File: src/hw/rtl/eiph_pkg.sv
// Shared constants and types for the Ethernet IPv4/IPv6 header parser.
package eiph_pkg;

    localparam int unsigned BYTE_W      = 8;
    localparam int unsigned POS_W       = 16;
    localparam int unsigned ADDR_HALF_W = 64;
    localparam int unsigned PORT_W      = 16;

    // Packed result layout, lowest bit first
    localparam int unsigned OUT_DATA_W  = 208;
    localparam int unsigned OUT_USER_W  = 3;

    localparam logic [POS_W-1:0] POS_MAX       = 16'hFFFF;
    localparam logic [POS_W-1:0] ETYPE_POS_HI  = 16'd12;
    localparam logic [POS_W-1:0] ETYPE_POS_LO  = 16'd13;
    localparam logic [POS_W-1:0] ETH_HDR_LEN   = 16'd14;
    localparam logic [POS_W-1:0] V4_FRAG_HI    = 16'd20;
    localparam logic [POS_W-1:0] V4_FRAG_LO    = 16'd21;
    localparam logic [POS_W-1:0] V4_PROTO_POS  = 16'd23;
    localparam logic [POS_W-1:0] V4_SRC_FIRST  = 16'd26;
    localparam logic [POS_W-1:0] V4_SRC_LAST   = 16'd29;
    localparam logic [POS_W-1:0] V6_NH_POS     = 16'd20;
    localparam logic [POS_W-1:0] V6_SRC_FIRST  = 16'd22;
    localparam logic [POS_W-1:0] V6_SRC_MID    = 16'd29;
    localparam logic [POS_W-1:0] V6_SRC_LOW    = 16'd30;
    localparam logic [POS_W-1:0] V6_SRC_LAST   = 16'd37;
    localparam logic [POS_W-1:0] V6_TRANSPORT  = 16'd54;
    localparam logic [POS_W-1:0] V4_MIN_LEN    = 16'd34;
    localparam logic [POS_W-1:0] TRANSPORT_SPAN = 16'd14;
    localparam logic [POS_W-1:0] TCP_HDR_LEN   = 16'd20;
    localparam logic [POS_W-1:0] UDP_HDR_LEN   = 16'd8;

    localparam logic [15:0] TYPE_V4      = 16'h0800;
    localparam logic [15:0] TYPE_V6      = 16'h86DD;
    localparam logic [15:0] RESERVED_BIT = 16'h8000;
    localparam logic [15:0] FRAG_MASK    = 16'h3FFF;
    localparam logic [3:0]  MIN_IHL      = 4'd5;

    localparam logic [7:0] PROTO_TCP   = 8'd6;
    localparam logic [7:0] PROTO_UDP   = 8'd17;
    localparam logic [7:0] PROTO_FRAG6 = 8'd44;

    // Byte offsets inside the transport header
    localparam logic [3:0] TP_SRC_HI  = 4'd0;
    localparam logic [3:0] TP_SRC_LO  = 4'd1;
    localparam logic [3:0] TP_DST_HI  = 4'd2;
    localparam logic [3:0] TP_DST_LO  = 4'd3;
    localparam logic [3:0] TCP_OFF_IDX  = 4'd12;
    localparam logic [3:0] TCP_FLAG_IDX = 4'd13;

    typedef enum logic [1:0] {
        FAM_NONE = 2'd0,
        FAM_V4   = 2'd1,
        FAM_V6   = 2'd2
    } t_family;

endpackage

File: src/hw/rtl/ethernet_ip_header_parser.sv
// Ethernet IPv4/IPv6 header parser: one frame byte per item, one summary per frame.
//
// Frame bytes enter one per cycle on the slave stream, starting at the
// destination MAC, with tlast on the final byte. The block takes one byte
// every cycle at full rate; only a final byte waits, and only while the
// previous summary still sits unread in the result register. A registered
// input stage feeds the header capture logic; when the stored last byte
// advances, the frame summary is loaded onto the master stream. Rejected
// frames (wrong EtherType, too short, IHL below 5, IPv4 reserved bit set)
// give a summary with every field zero. Extension headers of IPv6 are not
// walked: the transport header is taken at frame offset 54.
module ethernet_ip_header_parser
    import eiph_pkg::*;
(
    input  logic                  i_clk,
    input  logic                  i_rst_n,
    input  logic                  s_axis_tvalid,
    output logic                  s_axis_tready,
    input  logic [BYTE_W-1:0]     s_axis_tdata,   // data_byte[7:0]
    input  logic                  s_axis_tlast,   // last_byte
    output logic                  m_axis_tvalid,
    input  logic                  m_axis_tready,
    // protocol[7:0], fragmented[8], dst_port[24:9], src_port[40:25],
    // tcp_flags[48:41], tcp_offset_byte[56:49], src_addr_high[120:57],
    // src_addr_low[184:121], frame_length[200:185], zero fill [207:201]
    output logic [OUT_DATA_W-1:0] m_axis_tdata,
    // accepted[0], family[2:1]
    output logic [OUT_USER_W-1:0] m_axis_tuser
);

    // Input register
    logic              r_in_valid;
    logic [BYTE_W-1:0] r_in_byte;
    logic              r_in_last;

    // Per-frame header state
    logic [POS_W-1:0]       r_pos,       n_pos;
    logic [15:0]            r_etype,     n_etype;
    logic [3:0]             r_ihl,       n_ihl;
    logic [15:0]            r_frag,      n_frag;
    logic [7:0]             r_proto,     n_proto;
    logic [ADDR_HALF_W-1:0] r_addr_hi,   n_addr_hi;
    logic [ADDR_HALF_W-1:0] r_addr_lo,   n_addr_lo;
    logic [PORT_W-1:0]      r_dst_port,  n_dst_port;
    logic [PORT_W-1:0]      r_src_port,  n_src_port;
    logic [7:0]             r_flags,     n_flags;
    logic [7:0]             r_offset,    n_offset;

    // Result register
    logic                  r_out_valid;
    logic [OUT_DATA_W-1:0] r_out_data,  n_out_data;
    logic [OUT_USER_W-1:0] r_out_user,  n_out_user;

    logic w_out_free;
    logic w_adv;

    // Advance the stored item unless it closes a frame and the result is still held
    assign w_out_free    = !r_out_valid || m_axis_tready;
    assign w_adv         = r_in_valid && (!r_in_last || w_out_free);
    assign s_axis_tready = !r_in_valid || w_adv;

    assign m_axis_tvalid = r_out_valid;
    assign m_axis_tdata  = r_out_data;
    assign m_axis_tuser  = r_out_user;

    // Capture header fields from the stored byte
    always_comb begin
        logic [POS_W-1:0] pos;
        logic [7:0]       b;
        logic [POS_W-1:0] tp_v4;
        logic [POS_W-1:0] tp_rel;
        logic             tp_hit;
        logic [2:0]       slot;
        logic [POS_W-1:0] rel_pos;

        pos = r_pos;
        b   = r_in_byte;

        n_pos      = (r_pos == POS_MAX) ? r_pos : r_pos + 16'd1;
        n_etype    = r_etype;
        n_ihl      = r_ihl;
        n_frag     = r_frag;
        n_proto    = r_proto;
        n_addr_hi  = r_addr_hi;
        n_addr_lo  = r_addr_lo;
        n_dst_port = r_dst_port;
        n_src_port = r_src_port;
        n_flags    = r_flags;
        n_offset   = r_offset;

        tp_v4   = ETH_HDR_LEN + {10'd0, r_ihl, 2'b00};
        tp_rel  = '0;
        tp_hit  = 1'b0;
        slot    = '0;
        rel_pos = '0;

        if (pos == ETYPE_POS_HI) begin
            n_etype[15:8] = b;
        end else if (pos == ETYPE_POS_LO) begin
            n_etype[7:0] = b;
        end

        if (r_etype == TYPE_V4 && pos >= ETH_HDR_LEN) begin
            if (pos == ETH_HDR_LEN) begin
                n_ihl = b[3:0];
            end else if (pos == V4_FRAG_HI) begin
                n_frag[15:8] = b;
            end else if (pos == V4_FRAG_LO) begin
                n_frag[7:0] = b;
            end else if (pos == V4_PROTO_POS) begin
                n_proto = b;
            end else if (pos >= V4_SRC_FIRST && pos <= V4_SRC_LAST) begin
                rel_pos = pos - V4_SRC_FIRST;
                slot    = 3'd7 - rel_pos[2:0];
                n_addr_hi[{slot, 3'b000} +: 8] = b;
            end
            if (pos > ETH_HDR_LEN && r_ihl >= MIN_IHL &&
                pos >= tp_v4 && pos < tp_v4 + TRANSPORT_SPAN) begin
                tp_hit = 1'b1;
                tp_rel = pos - tp_v4;
            end
        end else if (r_etype == TYPE_V6 && pos >= ETH_HDR_LEN) begin
            if (pos == V6_NH_POS) begin
                n_proto = b;
            end else if (pos >= V6_SRC_FIRST && pos <= V6_SRC_MID) begin
                rel_pos = pos - V6_SRC_FIRST;
                slot    = 3'd7 - rel_pos[2:0];
                n_addr_hi[{slot, 3'b000} +: 8] = b;
            end else if (pos >= V6_SRC_LOW && pos <= V6_SRC_LAST) begin
                rel_pos = pos - V6_SRC_LOW;
                slot    = 3'd7 - rel_pos[2:0];
                n_addr_lo[{slot, 3'b000} +: 8] = b;
            end else if (pos >= V6_TRANSPORT && pos < V6_TRANSPORT + TRANSPORT_SPAN) begin
                tp_hit = 1'b1;
                tp_rel = pos - V6_TRANSPORT;
            end
        end

        // Grab ports and TCP bytes from the transport header
        if (tp_hit) begin
            case (tp_rel[3:0])
                TP_SRC_HI:    n_src_port[15:8] = b;
                TP_SRC_LO:    n_src_port[7:0]  = b;
                TP_DST_HI:    n_dst_port[15:8] = b;
                TP_DST_LO:    n_dst_port[7:0]  = b;
                TCP_OFF_IDX:  n_offset         = b;
                TCP_FLAG_IDX: n_flags          = b;
                default:      ;
            endcase
        end
    end

    // Build the frame summary from the updated header state
    always_comb begin
        logic [POS_W-1:0]       len;
        logic [POS_W-1:0]       tp_v4;
        logic [POS_W-1:0]       tp_start;
        logic                   is_v4;
        logic                   is_v6;
        logic                   ok;
        logic                   frag;
        logic                   tcp_ok;
        logic                   udp_ok;
        logic [PORT_W-1:0]      dst;
        logic [PORT_W-1:0]      src;
        logic [7:0]             flg;
        logic [7:0]             off;
        logic [ADDR_HALF_W-1:0] a_hi;
        logic [ADDR_HALF_W-1:0] a_lo;
        t_family                fam;

        len      = n_pos;
        tp_v4    = ETH_HDR_LEN + {10'd0, n_ihl, 2'b00};
        is_v4    = (n_etype == TYPE_V4);
        is_v6    = (n_etype == TYPE_V6);
        tp_start = is_v4 ? tp_v4 : V6_TRANSPORT;

        if (is_v4) begin
            ok = len >= V4_MIN_LEN && n_ihl >= MIN_IHL && len >= tp_v4 &&
                 (n_frag & RESERVED_BIT) == 16'd0;
        end else if (is_v6) begin
            ok = len >= V6_TRANSPORT;
        end else begin
            ok = 1'b0;
        end

        frag   = is_v4 ? ((n_frag & FRAG_MASK) != 16'd0) : (n_proto == PROTO_FRAG6);
        tcp_ok = ok && !frag && n_proto == PROTO_TCP && len >= tp_start + TCP_HDR_LEN;
        udp_ok = ok && !frag && n_proto == PROTO_UDP && len >= tp_start + UDP_HDR_LEN;

        dst  = (tcp_ok || udp_ok) ? n_dst_port : '0;
        src  = (tcp_ok || udp_ok) ? n_src_port : '0;
        flg  = tcp_ok ? n_flags  : '0;
        off  = tcp_ok ? n_offset : '0;
        a_hi = !ok ? '0 : (is_v4 ? {n_addr_hi[63:32], 32'd0} : n_addr_hi);
        a_lo = (ok && is_v6) ? n_addr_lo : '0;
        fam  = !ok ? FAM_NONE : (is_v4 ? FAM_V4 : FAM_V6);

        n_out_data = {7'd0, (ok ? len : 16'd0), a_lo, a_hi, off, flg, src, dst,
                      (ok && frag), (ok ? n_proto : 8'd0)};
        n_out_user = {fam, ok};
    end

    // Hold the incoming byte
    always_ff @(posedge i_clk) begin
        if (!i_rst_n) begin
            r_in_valid <= 1'b0;
        end else if (s_axis_tready) begin
            r_in_valid <= s_axis_tvalid;
        end
        if (s_axis_tready && s_axis_tvalid) begin
            r_in_byte <= s_axis_tdata;
            r_in_last <= s_axis_tlast;
        end
    end

    // Advance header state; clear it after the last byte of a frame
    always_ff @(posedge i_clk) begin
        if (!i_rst_n || (w_adv && r_in_last)) begin
            r_pos      <= '0;
            r_etype    <= '0;
            r_ihl      <= '0;
            r_frag     <= '0;
            r_proto    <= '0;
            r_addr_hi  <= '0;
            r_addr_lo  <= '0;
            r_dst_port <= '0;
            r_src_port <= '0;
            r_flags    <= '0;
            r_offset   <= '0;
        end else if (w_adv) begin
            r_pos      <= n_pos;
            r_etype    <= n_etype;
            r_ihl      <= n_ihl;
            r_frag     <= n_frag;
            r_proto    <= n_proto;
            r_addr_hi  <= n_addr_hi;
            r_addr_lo  <= n_addr_lo;
            r_dst_port <= n_dst_port;
            r_src_port <= n_src_port;
            r_flags    <= n_flags;
            r_offset   <= n_offset;
        end
    end

    // Load the result register at end of frame, drop it once taken
    always_ff @(posedge i_clk) begin
        if (!i_rst_n) begin
            r_out_valid <= 1'b0;
        end else if (w_adv && r_in_last) begin
            r_out_valid <= 1'b1;
        end else if (m_axis_tready) begin
            r_out_valid <= 1'b0;
        end
        if (w_adv && r_in_last) begin
            r_out_data <= n_out_data;
            r_out_user <= n_out_user;
        end
    end

    // A rejected frame carries an all-zero summary
    a_reject_zero: assert property (@(posedge i_clk) disable iff (!i_rst_n)
        (r_out_valid && !r_out_user[0]) |-> (r_out_data == '0 && r_out_user == '0))
        else $error("rejected frame summary not zero");

    // Accepted frames always name a family and meet the minimum length
    a_accept_family: assert property (@(posedge i_clk) disable iff (!i_rst_n)
        (r_out_valid && r_out_user[0]) |->
        (r_out_user[2:1] != FAM_NONE && r_out_data[200:185] >= V4_MIN_LEN))
        else $error("accepted frame without family or too short");

    // Fragments never report transport fields
    a_frag_no_ports: assert property (@(posedge i_clk) disable iff (!i_rst_n)
        (r_out_valid && r_out_data[8]) |-> (r_out_data[56:9] == '0))
        else $error("fragment reports transport fields");

    // Header state restarts after each frame
    a_state_clear: assert property (@(posedge i_clk) disable iff (!i_rst_n)
        (w_adv && r_in_last) |=> (r_pos == '0 && r_etype == '0 && r_proto == '0))
        else $error("header state not cleared after frame");

    // Only a frame end loads a new result
    a_out_source: assert property (@(posedge i_clk) disable iff (!i_rst_n)
        $rose(r_out_valid) |-> $past(w_adv && r_in_last))
        else $error("result appeared without a frame end");

endmodule

File: config.mk
export PLATFORM = sky130hd
export DESIGN_NAME = ethernet_ip_header_parser
export DESIGN_NICKNAME = d
export VERILOG_FILES = /design/src/hw/rtl/eiph_pkg.sv /design/src/hw/rtl/ethernet_ip_header_parser.sv
export SDC_FILE = /design/constraint.sdc
export NUM_CORES = 1
export LEC_CHECK = 0
export BUFFER_PORTS_ARGS = -buffer_cell sky130_fd_sc_hd__buf_2
export CORE_ASPECT_RATIO = 1.5
export CORE_UTILIZATION = 60
export DETAILED_ROUTE_END_ITERATION = 10
export GPL_ROUTABILITY_DRIVEN = 0
export PLACE_DENSITY = 0.81
export SLEW_MARGIN = 15
export SYNTH_ARGS = -nofsm -noshare
export SYNTH_HDL_FRONTEND = slang
export SYNTH_SLANG_ARGS = --single-unit
File: constraint.sdc
create_clock -name i_clk -period 12.75 [get_ports i_clk]
set_input_delay 2.55 -clock i_clk [delete_from_list [all_inputs] [get_ports i_clk]]
set_output_delay 2.55 -clock i_clk [all_outputs]
set_load 0.01 [all_outputs]
; ---- Word-level counts from Yosys, hierarchy flattened
; Cells that the tools add are included.
[word_totals]
register_bits = 451
latch_bits = 0
ram_bits = 0
mem_bits_ro = 0
input_bits = 13
out_inout_bits = 213
word_cells = 190
memories = 0
[op_classes]
addsub = 17
n_mul = 0
n_div = 0
order_cmp = 18
n_eq_ne = 19
n_shift = 6
n_mux = 66
bitwise = 2
reduce_logical = 38
[op_table]
columns = operator, n
row1 = 2-to-1 mux 64 bit, 14
row2 = bitwise mux 64 bit, 3
row3 = "variable shift 8 x 8 -> 64 bit, first input constant", 3
row4 = variable part select 8 x 8 -> 64 bit, 3
row5 = 2-to-1 mux 8 bit, 21
row6 = 2-to-1 mux 16 bit, 5
row7 = "== test 16 bit, second input constant", 3
row8 = "== test 16 x 4 -> 1 bit, second input constant", 3
row9 = "== test 16 x 5 -> 1 bit, second input constant", 3
row10 = "greater-or-equal comparator 16 x 5 -> 1 bit, second input constant", 3
row11 = "greater-or-equal comparator 16 x 6 -> 1 bit, second input constant", 3
row12 = 2-to-1 mux 4 bit, 9
row13 = "== test 16 x 12 -> 1 bit, second input constant", 2
row14 = greater-or-equal comparator 16 x 7 -> 1 bit, 2
row15 = greater-or-equal comparator 16 x 8 -> 1 bit, 2
row16 = negation 6 -> 8 bit, 3
row17 = logical AND 1 bit, 22
row18 = "adder 16 x 1 -> 16 bit, second input constant", 1
row19 = "adder 7 x 4 -> 8 bit, second input constant", 2
row20 = "greater-or-equal comparator 16 x 4 -> 1 bit, second input constant", 1
row21 = "greater-than comparator 16 x 4 -> 1 bit, second input constant", 1
row22 = "less-or-equal comparator 16 x 5 -> 1 bit, second input constant", 1
row23 = "less-or-equal comparator 16 x 6 -> 1 bit, second input constant", 1
row24 = zero test 16 bit, 1
row25 = 27 further kinds, 54

; ---- Depth between registers and ports, before layout
[logic_depth]
word_depth = 13
mapped_depth = 25
depth_no_buf = 21

; ---- Least setup slack after synthesis
; No wires, ideal clock.
[synth_timing]
path_type = input port to flip-flop
start = input m_axis_tready
end = register r_addr_hi[62]
setup_ps = 136
arrival_ps = 8715
required_ps = 12614
setup_slack_ps = 3899
stages = 7
n_path_buf = 1
path_cell_list = nor2b_1 -> nand2_1 -> and3_1 -> nor2b_1 -> nand2_1 -> clkbuf_1 -> o22ai_1
[synth_between]
elab_chain_cells = 5
[synth_lines]
columns = item, line_no
row1 = start: declaration, ethernet_ip_header_parser.sv:22  ; input logic m_axis_tready,
row2 = logical OR 1 bit (*), ethernet_ip_header_parser.sv:58  ; assign w_out_free = !r_out_valid || m_axis_tready;
row3 = logical OR 1 bit (*), ethernet_ip_header_parser.sv:59  ; assign w_adv = r_in_valid && (!r_in_last || w_out_free);
row4 = logical AND 1 bit (*), ethernet_ip_header_parser.sv:59
row5 = logical AND 1 bit, ethernet_ip_header_parser.sv:219  ; if (!i_rst_n || (w_adv && r_in_last)) begin
row6 = logical OR 1 bit, ethernet_ip_header_parser.sv:219
row7 = end signal: assignment, ethernet_ip_header_parser.sv:237  ; r_addr_hi <= n_addr_hi;
row8 = end: declaration, ethernet_ip_header_parser.sv:42  ; logic [ADDR_HALF_W-1:0] r_addr_hi, n_addr_hi;
; Every way passes the cells marked *; elsewhere a longest branch is shown, timed or not.
; A chain may end at the register's enable or synchronous reset.

; ---- Final worst setup path
[layout_timing]
start = register r_pos[0]
end = register r_out_data[44] (netlist: m_axis_tdata[44]), data pin
[layout_between]
elab_chain_cells = 12
elab_cells_between_ends = 87
cone_classes = add/sub: 5 / order compare: 15 / eq/ne: 12 / mux: 38 / reduce/logical: 17
[layout_lines]
columns = item, line_no
row1 = start: declaration, ethernet_ip_header_parser.sv:37  ; logic [POS_W-1:0] r_pos, n_pos;
row2 = start signal: assignment, ethernet_ip_header_parser.sv:232  ; r_pos <= n_pos;
row3 = branches (longest 12 deep; another with greater-or-equal comparator 16 x 4 -> 1 bit), --
row4 = end signal: assignment, ethernet_ip_header_parser.sv:256  ; r_out_data <= n_out_data;
row5 = end: declaration, ethernet_ip_header_parser.sv:51  ; logic [OUT_DATA_W-1:0] r_out_data, n_out_data;
; Parallel ways; which one is timed is not known.

==> run metrics <==
status finished, final reports clean; clk buf depth 3; PostCTS Resize Cnt 0; Synth Flop Type dfxtp_1; worst hold slack 451 ps; CP peak stage delay approximately 900 ps; Crit-path slowest cell dfxtp_1; Tightest Hold Check Type flip-flop to flip-flop; die area roughly 37000 um2; Die X approximately 160 um; Net Sw Power approximately 0.00067 W; via/cell ratio around 6.3; top cell type's share of synthesized area between 20% and 30%; Synth area leader edfxtp_1; Final period util around 56%; initial core utilization 61.0%; synth cell count leaders nand2_1 (375), nor2_1 (264), a21oi_1 (239); Clock power frac between 40% and 50%; Final nets approximately 2500; # IOs about 230; vias in the first global route ~18000; P_leak just under 10 nW; H-tree level count 2; CTS hold repair buffers 0; register area about 11000 um2; Fill cells 2835; layout cell share with drive strength beyond 1 roughly 15%; Gate Count Post-Synth approximately 2300; CP endpoint kind flip-flop; count leader, synth nand2_1; Core Area ~36000 um2; Gate power share between 4 and 5%; synthesized area per cell between 9 and 10 um2; placed instance count around 2900; startpoint types flip-flop; Seq cells post-synth 450; FMAX about 0.14 GHz; Post-CTS Setup Bufs 0; Slew headroom roughly a fifth; maximum fanout along the worst path 25; clk_lat worst skew 570 ps; final hold violations 0; PD cells between 100 and 150 nW/um2; CP Cell Sequence inv_1, ha_1, inv_1, nand2_1, nor4_1, a21oi_1, nand3b_1, nor2_1, ha_1, nand2_1, nand2_1, xor2_1, nand2b_1, ha_1, o21ai_0, a21oi_1, nand3b_1, o211a_1, a311oi_1, nand2_1, nor4_1; Max VDD drop ~0.12 mV; CP Buf/Inv Count 2; vias post-DR about 18000; required time of the critical path roughly 13000 ps; Site Rows 85; post-synthesis sequential area ratio roughly 51%; final cell utilization of the core just under 70%; antenna viol nets, final 0; die height roughly 240 um; async set-reset flop share out of synthesis 0%; Sink Count 450; Crit path max-delay family simple AND/OR/NAND/NOR gates; CP dominant cell by count nand2_1; mapped cell area 21900 um2; unrepaired setup endpoints after global routing no; Final Non-Filler Cells between 2000 and 3000; Netlist cell types 92; Slew @ Worst Pin approximately 1200 ps; initial antenna violation count 1; port bufs around 220; Reg clk slew, reported paths approximately 70 ps; Pre-antenna DRT Iters 6; TNS Setup 0 ps; power share of the sequential group about 52%; Area contributors post-synth edfxtp_1 (29%), dfxtp_1 (22%), mux2i_1 (7.4%); Net Sw Frac between 20% and 30%; Fin Clk Skew between 20 and 30 ps; wire length per cell 20.4 um; Slew Viols, Final 0; min Tclk post-route 7110 ps; P_int approximately 0.0023 W; Total Wirelength 60.5 mm; Post-synth EDFFs ~210; DRC violations left 0; Syn-to-layout area delta 11.6%; CP Class flip-flop to flip-flop; GRT Resource Usage Total 32.5%; Yosys Warn Count 0; Initial DRC Count about 1900; Critical Path AT around 7500 ps; max_cap viols 0; clock buffer count from CTS 41; footprint of the multi-input gates 9910 um2; largest net degree at the start of global routing 110; final number of setup-violating endpoints 0; Final Power 0.00292 W; Overflow after GRT 0; CTS tree done; DP HPWL between 40 and 50 mm; CTS root buffer clkbuf_16; first-pass GRT wire length ~94 mm
## through the flow
stage                     setup slack [ps]  instance area (um2)
after CTS                             5960                24400
final                                 5640                24500
after global placement                6390                23100
after detailed placement              5960                23100
after global routing                  5200                24500
after floorplan                       3900                21900
## final timing paths
path | start | end | slack [ps] | depth (start not counted)
hold reg to reg | r_addr_lo[17] | r_addr_lo[17] | 450 | 2
setup reg to reg | r_pos[0] | m_axis_tdata[44] | 5640 | 21
hold / removal | r_addr_lo[17] | r_addr_lo[17] | 450 | 2
setup / recovery | r_pos[0] | m_axis_tdata[44] | 5640 | 21
## cell families (layout without fill, tap and decap cells)
kind of cell	count (synthesis)	count (layout)	synth area share [%]
buf+inv	220	359	4.29
flops	450	450	50.8
fa+ha+maj	46	46	2.66
simple gates	980	980	21.4
other cells	2	11	0.0343
xor+xnor	23	23	0.919
mux	168	168	7.71
compound gates	442	442	12.2
## metal layers
metal  vias to the layer above  global-route usage, %  share of wire (%)
met5                         -                      0                  0
met2                       964                   54.3                 49
met1                      8748                   38.0                 37
met3                       270                   5.03                7.0
li1                       8510                      -                  -
met4                         0                   21.7                6.5
## placed cells by master, fill, tap and decap left out, types with 24 or more instances in the layout
cell	Yosys	final
clkbuf_16	0	42
mux2i_1	161	161
dfxtp_1	237	237
a21oi_1	239	238
edfxtp_1	213	213
inv_1	37	37
and2_1	32	32
o21ai_0	60	60
nor4_1	58	58
nand2_1	375	375
nor3_1	33	33
buf_2	35	218
buf_4	15	24
ha_1	45	45
nand3_1	61	61
nor2_1	264	264
## state kept, by name, indices dropped and copies added (netlist names), 15 cells and up
register      cells
m_axis_tdata    201
r_frag           15
r_addr_lo        64
r_src_port       16
r_etype          16
r_dst_port       16
r_addr_hi        64
r_pos            16
## cell type report
cell class / instances / share of cell area (%)
diodes: 1 / 0.0102
clock buffers: 54 / 4.56
clock inverters: 22 / 0.967
inverters: 40 / 0.614
multi-input cells: 1669 / 40.5
flip-flops and latches: 450 / 45.6
well taps: 478 / 2.45
repair buffers: 243 / 5.31
## worst min-delay path: cells and delay by family (launching register included)
family          cells  cell delay (ps)
flops               1              310
simple gates        1               50
compound gates      1               50
## power by group through the flow
| stage | clock network (W) | logic (W) | registers (W) |
|---|---|---|---|
| after global routing | 0.00131 | 0.000153 | 0.00152 |
| after detailed placement | 0 | 0.000138 | 0.00156 |
| final | 0.00125 | 0.000143 | 0.00152 |
| after CTS | 0.00126 | 0.000139 | 0.00152 |
| after global placement | 0 | 0.000136 | 0.00155 |
| after floorplan | 0 | 0.0000951 | 0.00156 |
No activity file was read; power rests on OpenSTA's default activity.
